`src/rtl/lsft_pkg.sv`:
```
// Shared constants and controller/datapath interface types for the forwarding table.
package lsft_pkg;

  localparam int TABLE_DEPTH_DEF = 128;
  localparam int NUM_PORTS_DEF   = 8;
  localparam int ADDR_WIDTH_DEF  = 8;

  localparam int PORT_BITS  = 3;
  localparam int MASK_WIDTH = 8;
  localparam int CFG_WIDTH  = 4;

  localparam logic [CFG_WIDTH-1:0] ACTIVE_PORTS_RESET = CFG_WIDTH'(8);

  typedef struct packed {
    logic load_in;   // latch header, rewind scan
    logic scan;      // step the table scan
    logic key_dst;   // scan key: 0 source, 1 destination
    logic learn;     // write source if absent and room, rewind scan
    logic load_out;  // load result register
  } cmd_t;

  typedef struct packed {
    logic scan_done;
    logic out_free;
  } status_t;

endpackage

```
`src/rtl/lsft_ram.sv`:
```
// Generic single-write, single-read RAM with registered read data.
module lsft_ram #(
  parameter int WIDTH = 8,
  parameter int DEPTH = 128
) (
  input  logic                     clk,
  input  logic                     wr_en,
  input  logic [$clog2(DEPTH)-1:0] wr_addr,
  input  logic [WIDTH-1:0]         wr_data,
  input  logic                     rd_en,
  input  logic [$clog2(DEPTH)-1:0] rd_addr,
  output logic [WIDTH-1:0]         rd_data
);

  logic [WIDTH-1:0] mem [DEPTH];

  always_ff @(posedge clk) begin
    if (wr_en) begin
      mem[wr_addr] <= wr_data;
    end
    if (rd_en) begin
      rd_data <= mem[rd_addr];
    end
  end

endmodule

```
`src/rtl/lsft_ctrl.sv`:
```
// Sequencer: source scan, learn, destination scan, result load.
module lsft_ctrl (
  input  logic              clk,
  input  logic              rst,
  input  logic              in_valid,
  output logic              in_ready,
  input  lsft_pkg::status_t status,
  output lsft_pkg::cmd_t    cmd
);
  import lsft_pkg::*;

  typedef enum logic [2:0] {
    S_IDLE,
    S_SRC,
    S_LEARN,
    S_DST,
    S_FINISH
  } state_t;

  state_t state;

  always_ff @(posedge clk) begin
    if (rst) begin
      state <= S_IDLE;
    end else begin
      unique case (state)
        S_IDLE:   if (in_valid) state <= S_SRC;
        S_SRC:    if (status.scan_done) state <= S_LEARN;
        S_LEARN:  state <= S_DST;
        S_DST:    if (status.scan_done) state <= S_FINISH;
        S_FINISH: if (status.out_free) state <= S_IDLE;
        default:  state <= S_IDLE;
      endcase
    end
  end

  assign in_ready = (state == S_IDLE);

  always_comb begin
    cmd = '0;
    unique case (state)
      S_IDLE:   cmd.load_in = in_valid;
      S_SRC:    cmd.scan = 1'b1;
      S_LEARN:  cmd.learn = 1'b1;
      S_DST: begin
        cmd.scan    = 1'b1;
        cmd.key_dst = 1'b1;
      end
      S_FINISH: cmd.load_out = status.out_free;
      default:  cmd = '0;
    endcase
  end

endmodule

```
`src/rtl/lsft_datapath.sv`:
```
// Table storage, scan compare, learning write, mask build and result register.
module lsft_datapath #(
  parameter int TABLE_DEPTH = lsft_pkg::TABLE_DEPTH_DEF,
  parameter int NUM_PORTS   = lsft_pkg::NUM_PORTS_DEF,
  parameter int ADDR_WIDTH  = lsft_pkg::ADDR_WIDTH_DEF
) (
  input  logic                             clk,
  input  logic                             rst,
  input  logic                             cfg_wr_en,
  input  logic [lsft_pkg::CFG_WIDTH-1:0]   cfg_wr_data,
  input  logic [ADDR_WIDTH-1:0]            source_addr,
  input  logic [ADDR_WIDTH-1:0]            dest_addr,
  input  logic [lsft_pkg::PORT_BITS-1:0]   ingress_port,
  input  lsft_pkg::cmd_t                   cmd,
  output lsft_pkg::status_t                status,
  output logic                             out_valid,
  input  logic                             out_ready,
  output logic [lsft_pkg::MASK_WIDTH-1:0]  egress_mask,
  output logic                             flooded,
  output logic                             learned,
  output logic                             learn_dropped
);
  import lsft_pkg::*;

  localparam int AW = $clog2(TABLE_DEPTH);
  localparam int CW = $clog2(TABLE_DEPTH + 1);
  localparam int EW = ADDR_WIDTH + PORT_BITS;

  logic [CFG_WIDTH-1:0]  active_ports;
  logic [ADDR_WIDTH-1:0] src, dst;
  logic [PORT_BITS-1:0]  port, hit_port;
  logic [CW-1:0]         fill_count, scan_idx;
  logic                  rd_pending, src_found, dst_found, learned_r, dropped_r;

  logic [EW-1:0]         rd_data;
  logic [ADDR_WIDTH-1:0] key;
  logic                  hit_now, issue, wr_en, table_full;
  logic [MASK_WIDTH-1:0] act_mask, hit_mask, self_mask;

  assign key        = cmd.key_dst ? dst : src;
  assign hit_now    = rd_pending && (rd_data[EW-1:PORT_BITS] == key);
  assign issue      = cmd.scan && (scan_idx < fill_count) && !hit_now;
  assign table_full = (fill_count == CW'(TABLE_DEPTH));
  assign wr_en      = cmd.learn && !src_found && !table_full;

  assign status.scan_done = hit_now || (!rd_pending && (scan_idx == fill_count));
  assign status.out_free  = !out_valid || out_ready;

  // valid entries are always 0 .. fill_count-1: learning only appends
  lsft_ram #(
    .WIDTH (EW),
    .DEPTH (TABLE_DEPTH)
  ) u_table (
    .clk     (clk),
    .wr_en   (wr_en),
    .wr_addr (fill_count[AW-1:0]),
    .wr_data ({src, port}),
    .rd_en   (issue),
    .rd_addr (scan_idx[AW-1:0]),
    .rd_data (rd_data)
  );

  always_ff @(posedge clk) begin
    if (rst) begin
      active_ports <= ACTIVE_PORTS_RESET;
      fill_count   <= '0;
      rd_pending   <= 1'b0;
      out_valid    <= 1'b0;
    end else begin
      if (cfg_wr_en) begin
        active_ports <= cfg_wr_data;
      end
      if (wr_en) begin
        fill_count <= fill_count + CW'(1);
      end
      if (cmd.load_in || cmd.learn) begin
        rd_pending <= 1'b0;
      end else if (cmd.scan) begin
        rd_pending <= issue;
      end
      if (cmd.load_out) begin
        out_valid <= 1'b1;
      end else if (out_ready) begin
        out_valid <= 1'b0;
      end
    end
  end

  always_ff @(posedge clk) begin
    if (cmd.load_in) begin
      src  <= source_addr;
      dst  <= dest_addr;
      port <= ingress_port;
    end
    if (cmd.load_in || cmd.learn) begin
      scan_idx <= '0;
    end else if (issue) begin
      scan_idx <= scan_idx + CW'(1);
    end
    if (cmd.learn) begin
      learned_r <= wr_en;
      dropped_r <= !src_found && table_full;
    end
    if (cmd.scan && status.scan_done) begin
      if (cmd.key_dst) begin
        dst_found <= hit_now;
        hit_port  <= rd_data[PORT_BITS-1:0];
      end else begin
        src_found <= hit_now;
      end
    end
    if (cmd.load_out) begin
      egress_mask   <= dst_found ? (hit_mask & act_mask) : (act_mask & ~self_mask);
      flooded       <= !dst_found;
      learned       <= learned_r;
      learn_dropped <= dropped_r;
    end
  end

  always_comb begin
    for (int i = 0; i < MASK_WIDTH; i++) begin
      act_mask[i]  = (CFG_WIDTH'(i) < active_ports) && (i < NUM_PORTS);
      hit_mask[i]  = (hit_port == PORT_BITS'(i));
      self_mask[i] = (port == PORT_BITS'(i));
    end
  end

endmodule

```
`src/rtl/learning_switch_forward_table_unit.sv`:
```
// Top level of the learning switch forwarding table.
//
// Input channel (in_valid/in_ready) takes one header word: source_addr,
// dest_addr, ingress_port. Output channel (out_valid/out_ready) returns one
// result word per header: egress_mask, flooded, learned, learn_dropped.
// cfg_wr_en/cfg_wr_data write active_ports (reset value 8); write only idle.
//
// Per header the table is scanned linearly through one RAM read port, one
// entry per cycle: first for the source, then (after a one-cycle learn
// step) for the destination. The time from accept to result load grows with
// the number of filled entries and is less on early hits; the scans set the
// rate, and a new header is accepted only after the last result is loaded.
// The result sits in an output register, so a new header is accepted while
// the previous result waits; a stalled receiver holds the block only when
// the next result is ready to load.
//
// Reset clears the fill count (no clearing pass of the RAM), the output
// valid and sets active_ports to 8.
module learning_switch_forward_table_unit #(
  parameter int TABLE_DEPTH = lsft_pkg::TABLE_DEPTH_DEF,
  parameter int NUM_PORTS   = lsft_pkg::NUM_PORTS_DEF,
  parameter int ADDR_WIDTH  = lsft_pkg::ADDR_WIDTH_DEF
) (
  input  logic                             clk,
  input  logic                             rst,
  input  logic                             cfg_wr_en,
  input  logic [lsft_pkg::CFG_WIDTH-1:0]   cfg_wr_data,
  input  logic                             in_valid,
  output logic                             in_ready,
  input  logic [ADDR_WIDTH-1:0]            source_addr,
  input  logic [ADDR_WIDTH-1:0]            dest_addr,
  input  logic [lsft_pkg::PORT_BITS-1:0]   ingress_port,
  output logic                             out_valid,
  input  logic                             out_ready,
  output logic [lsft_pkg::MASK_WIDTH-1:0]  egress_mask,
  output logic                             flooded,
  output logic                             learned,
  output logic                             learn_dropped
);
  import lsft_pkg::*;

  cmd_t    cmd;
  status_t status;

  lsft_ctrl u_ctrl (
    .clk      (clk),
    .rst      (rst),
    .in_valid (in_valid),
    .in_ready (in_ready),
    .status   (status),
    .cmd      (cmd)
  );

  lsft_datapath #(
    .TABLE_DEPTH (TABLE_DEPTH),
    .NUM_PORTS   (NUM_PORTS),
    .ADDR_WIDTH  (ADDR_WIDTH)
  ) u_dp (
    .clk           (clk),
    .rst           (rst),
    .cfg_wr_en     (cfg_wr_en),
    .cfg_wr_data   (cfg_wr_data),
    .source_addr   (source_addr),
    .dest_addr     (dest_addr),
    .ingress_port  (ingress_port),
    .cmd           (cmd),
    .status        (status),
    .out_valid     (out_valid),
    .out_ready     (out_ready),
    .egress_mask   (egress_mask),
    .flooded       (flooded),
    .learned       (learned),
    .learn_dropped (learn_dropped)
  );

endmodule

```
`config.mk`:
```
export PLATFORM = sky130hd
export DESIGN_NAME = learning_switch_forward_table_unit
export DESIGN_NICKNAME = d
export VERILOG_FILES = /design/src/rtl/lsft_pkg.sv /design/src/rtl/lsft_ram.sv /design/src/rtl/lsft_ctrl.sv /design/src/rtl/lsft_datapath.sv /design/src/rtl/learning_switch_forward_table_unit.sv
export SDC_FILE = /design/constraint.sdc
export NUM_CORES = 2
export LEC_CHECK = 0
export ABC_AREA = 1
export BUFFER_PORTS_ARGS = -buffer_cell sky130_fd_sc_hd__buf_2
export CORE_MARGIN = 2
export CORE_UTILIZATION = 32
export DETAILED_ROUTE_END_ITERATION = 8
export PLACE_DENSITY_LB_ADDON = 0.12
export REMOVE_ABC_BUFFERS = 1
export SETUP_SLACK_MARGIN = 0.15
export SYNTH_ARGS = -nofsm -noshare
export SYNTH_HDL_FRONTEND = slang
export SYNTH_SLANG_ARGS = --single-unit
```
`constraint.sdc`:
```
create_clock -name clk -period 6.7 [get_ports clk]
set_clock_uncertainty 0.15 [all_clocks]
set_input_delay 1.675 -clock clk [delete_from_list [all_inputs] [get_ports clk]]
set_output_delay 1.675 -clock clk [all_outputs]
set_load 0.01 [all_outputs]
```
## Word level (Yosys, flattened, before mapping)

Memories as Yosys holds them, arrays and structs flattened. A register that Yosys moved wholly into a read port is not among the register bits.
Index checks and enable logic that the tools add are counted.
W data, S select, Z words.

- Bits of input ports: 28
- Output and inout bits: 13
- Word-level logic and storage cells: 101
- Memories kept: 1
- Bits in writable memories: 1,408
- Register bits after elaboration: 62

Memory list:

| memory | words | width | read ports | clocked after Yosys merged registers in | wr ports | RTL line | RTL |
|---|---|---|---|---|---|---|---|
| u_dp.u_table.mem | 128 | 11 | 1 | 1 | 1 | lsft_ram.sv:15 | `logic [WIDTH-1:0] mem [DEPTH];` |

- Reductions and logical operators: 26
- Magnitude comparators: 9
- Equal/unequal tests: 25
- Add/sub/neg operators: 2
- Bitwise gates (word level): 4
- Mux-type cells: 16

Operators by type and width:

| cell | count |
|---|---|
| $eq A3 B3 Y1 const B | 9 |
| $eq A3 B2 Y1 const B | 6 |
| $add A8 B1 Y8 const B | 2 |
| $and A8 B8 Y8 | 2 |
| $eq A8 B8 Y1 | 2 |
| $lt A3 B4 Y1 const A | 4 |
| $mux W8 | 2 |
| $pmux W3 S5 | 1 |
| $mux W3 | 4 |
| $eq A3 B1 Y1 const B | 3 |
| $logic_not A3 Y1 | 3 |
| $mux W1 | 9 |
| $eq A8 B8 Y1 const B | 1 |
| $logic_and A1 B1 Y1 | 8 |
| $lt A1 B4 Y1 const A | 2 |
| $lt A2 B4 Y1 const A | 2 |
| $lt A8 B8 Y1 | 1 |
| $not A8 Y8 | 1 |
| $logic_not A1 Y1 | 6 |
| $ne A2 B1 Y1 const B | 3 |
| $reduce_and A2 Y1 | 2 |
| $reduce_and A4 Y1 | 1 |
| $reduce_or A2 Y1 | 2 |
| $logic_or A1 B1 Y1 | 3 |
| 3 further kinds | 3 |

## Logic depth before layout (Yosys ltp)

- Word-level depth: 8
- Depth in mapped cells: 16
- Gate-level depth less buffers: 13

## By module

Synthesis repeated with hierarchy kept, for this count alone.

- Cells, all modules: 5,222
- Area total of the unflattened synthesis: 60,549.3 um^2

Modules (own cells, without submodules):

| module | sequential area each (um^2) | times used | cells each | area an instance (um^2) |
|---|---|---|---|---|
| lsft_ram | 42,610.9 | 1 | 4,841 | 57,396.3 |
| lsft_datapath | 1,551.5 | 1 | 347 | 2,946.6 |
| lsft_ctrl | 60.1 | 1 | 34 | 206.4 |

## Worst setup path before layout

OpenSTA, ideal clock, no wires.

- Path type: input to register
- Start: input port in_valid
- End: register u_dp.scan_idx[2]
- Library setup time: 0.122 ns
- Arrival: 3.621 ns
- Buffers on the path: 0
- Data required time: 6.428 ns
- Stages: 5
- Slack: 2.807 ns
- Cells stage by stage: inv_1 > nor3_1 > nor2_1 > inv_1 > a21oi_1

RTL lines:

| item | RTL line | RTL |
|---|---|---|
| start, declared | learning_switch_forward_table_unit.sv:28 | `input logic in_valid,` |
| end signal, assigned | lsft_datapath.sv:98 | `scan_idx <= scan_idx + CW'(1);` |
| end, declared | lsft_datapath.sv:32 | `logic [CW-1:0] fill_count, scan_idx;` |

## Final worst setup path

- Start: register u_dp.fill_count[3]
- End: memory u_dp.u_table.mem[98][5] (netlist bit), enable pin

- Word-level cells in the longest chain between the ends: 5

RTL lines:

| item | RTL line | RTL |
|---|---|---|
| start, declared | lsft_datapath.sv:32 |  |
| start signal, assigned | lsft_datapath.sv:74 | `fill_count <= fill_count + CW'(1);` |
| $eq A8 B8 Y1 | lsft_datapath.sv:43 | `assign table_full = (fill_count == CW'(TABLE_DEPTH));` |
| $logic_not A1 Y1 | lsft_datapath.sv:44 | `assign wr_en = cmd.learn && !src_found && !table_full;` |
| $logic_and A1 B1 Y1 | lsft_datapath.sv:44 |  |
| $mux W1 | lsft_ram.sv:18 | `if (wr_en) begin` |
| $mux W1 (not written as such) | lsft_ram.sv:19 | `mem[wr_addr] <= wr_data;` |
| end, declared | lsft_ram.sv:15 |  |

Parallel ways exist; a longest one is shown, timed or not.

==> summary.md <==
| Metric | Value |
|---|---|
| Final Max Slew Viols | 0 |
| Multiplexer share of the synthesized area | 0% |
| Status | complete, no violations |
| Adder-cell share of the synthesized area | 0.232% |
| Crit-path most repeated cell | nor2_1 |
| Row count | 158 |
| CTS tree | built |
| Routed vias/inst | 5.10 |
| Tcrit/Tclk final | 56.5% |
| Nets@finish | 4767 |
| Worst-Margin Slew | 1310 ps |
| Hold WS | 347 ps |
| Commonest non-fill, non-tap cell in the layout | edfxtp_1 |
| Total global-route track usage | 19.6% |
| Post-Syn Instances | 4731 |
| Routed length per instance | 25.4 µm |
| Vias in the first global route | 36420 |
| Worst path depth | 10 |
| Final Util | 36.5% |
| Die area | 0.189 mm² |
| Ys flop type | edfxtp_1 |
| Clk sinks | 1481 |
| Critical path, cell by cell | nor2_1, nand2_1, nor2_1, inv_1, nand2_1, nor2_1, inv_1, nor2_1, inv_2, nor2_1 |
| Relative slew slack | 12.5% |
| Clk root buf | clkbuf_16 |
| Layout cells sized above 1 | 8.06% |
| Slowest stage cell, crit path | inv_2 |
| IO Count | 41 |
| Endpoints failing hold | 0 |
| Die X | 435 µm |
| Post-synth cell types | 34 |
| Logic pwr share | 24.1% |
| Finished Cell Area | 0.0674 mm² |
| Core area | 0.185 mm² |
| Placer congestion estimate | 0.792 |
| CTS max path bufs | 3 |
| Mean post-synth cell area | 12.5 µm² |
| Clock latency on the worst-skew pair | 840 ps |
| Post-synthesis async set-or-reset flop share | 0% |
| Setup Viol. Count Final | 0 |
| Synthesized cell area | 0.0593 mm² |
| Post-CTS setup buffers | 0 |
| HPWL Detailed | 102000 µm |
| Commonest cells after routing, fill and taps aside | 1456 x edfxtp_1, 1049 x nor2_1, 689 x o21ai_0, 394 x nand2_1, 202 x nand3_1 |
| Crit start category | flop |
| Required time of the critical path | 6950 ps |
| Grt ovf | 0 |
| Crit path max-delay family | simple AND/OR/NAND/NOR gates |
| P_sw | 8.78 mW |
| H-Tree Depth | 4 |
| Net Sw Frac | 33.8% |
| Sequential power share | 42.0% |
| Max_cap viols | 0 |
| Area Growth Syn to Fin | 13.6% |
| First DRT Iteration DRCs | 3401 |
| DRT Wirelength | 186000 µm |
| Clk pin slew, worst setup/hold paths | 60 ps |
| Clock power share | 33.9% |
| Crit-path max cell delay | 700 ps |
| Vias | 37451 |
| Origin of the worst setup path | u_dp.fill_count[3] |
| Worst r2r path cells | 10 |
| Simple-gate share of the synthesized area | 11.4% |
| Maximum vdd drop | 0.327 mV |
| Power density over cell area | 386 mW/mm² |
| DP Area | 0.0622 mm² |
| Max Freq | 0.264 GHz |
| EDFF count, synth | 1456 |
| Fin crit period | 3790 ps |
| DIE HEIGHT | 435 µm |
| Pint | 17.2 mW |
| Largest net degree at the start of global routing | 174 |
| RSZ-0062 raised after global routing | false |
| Synth Area in Compound Gates | 10.7% |
| FF+latch count, synth | 1481 |
| Flop-to-flop setup slack | 2910 ps |
| Port Buf Inserts | 40 |
| Number of remaining DRC errors | 0 |
| Initial antenna violation count | 12 |
| Static leakage | 21.8 nW |
| FF-to-FF Start | u_dp.fill_count[3] |
| Cts hold-fix bufs | 0 |
| Detail Route Antenna Nets | 0 |
| Worst setup path category | reg -> reg |
| Post-layout total power | 26.0 mW |
| Synth warn | 0 |
| CP endpoint kind | flop |
| Max FO, Critical Path | 15 |
| Buffer and inverter count on the worst path | 3 |
| CTS buffer count | 166 |
| First-pass GRT wire length | 267000 µm |
| Worst setup path endpoint | u_dp.u_table.mem[98][5] |
| Post-synthesis xor/xnor area fraction | 0.0886% |
| Drt pass-1 iters | 5 |
| Post-cts resize count | 0 |
| WP data arrival | 4040 ps |
| Register area share after synthesis | 74.5% |
| Worst R2R End | u_dp.u_table.mem[98][5] |
| Worst Hold Class | reg -> reg |
| Starting Density | 32.1% |
| Main combinational cell family by area after synthesis | simple AND/OR/NAND/NOR gates |
| Hold Path Depth | 0 |
-- per-layer routing --
metal | GRT usage (%) | wire (µm)
met5 | 0 | 10
met4 | 6.11 | 5340
met3 | 3.16 | 9380
met2 | 31.4 | 87100
met1 | 27.2 | 84500
-- cells in the mapped netlist (all sizes together), types with 9 or more instances --
master / count / area share, %
or2: 9 / 0.095
a21oi: 59 / 0.50
buf: 169 / 1.6
edfxtp: 1456 / 74
inv: 98 / 0.62
nand2: 395 / 2.5
dfxtp: 25 / 0.84
nand3: 202 / 1.7
nand4: 22 / 0.23
nor2: 1056 / 6.7
o211ai: 153 / 1.9
o22ai: 169 / 1.8
o221ai: 15 / 0.22
ha: 11 / 0.23
clkbuf: 137 / 0.87
o21ai: 724 / 6.1
-- stage by stage --
step | cells | setup slack [ps] | setup TNS [ps]
floorplan | 4425 | -23200 | -897280
detailed placement | 7040 | 3030 | 0
CTS | 7342 | 2970 | 0
global route | 7343 | 2670 | 0
global placement | 7039 | 3010 | 0
finish | 7345 | 2910 | 0
-- cell families (layout without fill, tap and decap cells) --
logic type               after synthesis  count (layout)
AND/OR/NAND/NOR                     1696            1696
flip-flops                          1481            1481
AO/OA/AOI/OAI                       1133            1133
buffers and inverters                404             535
adder cells (fa/ha/maj)               11              11
XOR/XNOR                               6               6
other                                  0               3
-- power groups by stage --
stage	Clock [mW]	Combinational [mW]	Sequential, mW
CTS	9.02	6.40	10.9
global route	9.35	6.93	10.9
global placement	0	6.40	11.1
floorplan	0	3.02	11.7
finish	8.82	6.26	10.9
detailed placement	0	6.39	11.1
-- worst min path at each step --
stage	slack, ps	from	endpoint
finish	350	u_dp.u_table.rd_data[1]	u_dp.hit_port[1]
global route	340	u_dp.u_table.rd_data[1]	u_dp.hit_port[1]
CTS	350	u_dp.u_table.rd_data[1]	u_dp.hit_port[1]
detailed placement	370	u_dp.scan_idx[7]	u_dp.scan_idx[7]
global placement	370	u_dp.scan_idx[7]	u_dp.scan_idx[7]
floorplan	250	u_dp.u_table.rd_data[0]	u_dp.hit_port[0]
-- area by class of cell --
cell class / count / area, µm²
flip-flops and latches: 1481 / 44200
fillers: 17928 / 117000
multi-input cells: 2846 / 13300
clock buffers: 213 / 4350
inverters: 98 / 389
repair buffers: 135 / 1120
well taps: 2480 / 3100
diodes: 3 / 7.51
clock inverters: 89 / 866
-- state kept, by name, indices dropped and copies added, names as in the netlist, 3 cells and up --
name / cells
u_dp.active_ports: 4
u_dp.dst: 8
u_dp.port: 3
u_dp.scan_idx: 8
u_dp.fill_count: 8
u_dp.hit_port: 3
u_dp.egress_mask: 8
u_ctrl.state: 3
u_dp.u_table.mem: 1408
u_dp.src: 8
u_dp.u_table.rd_data: 11
(Power assumes the default switching activity.)
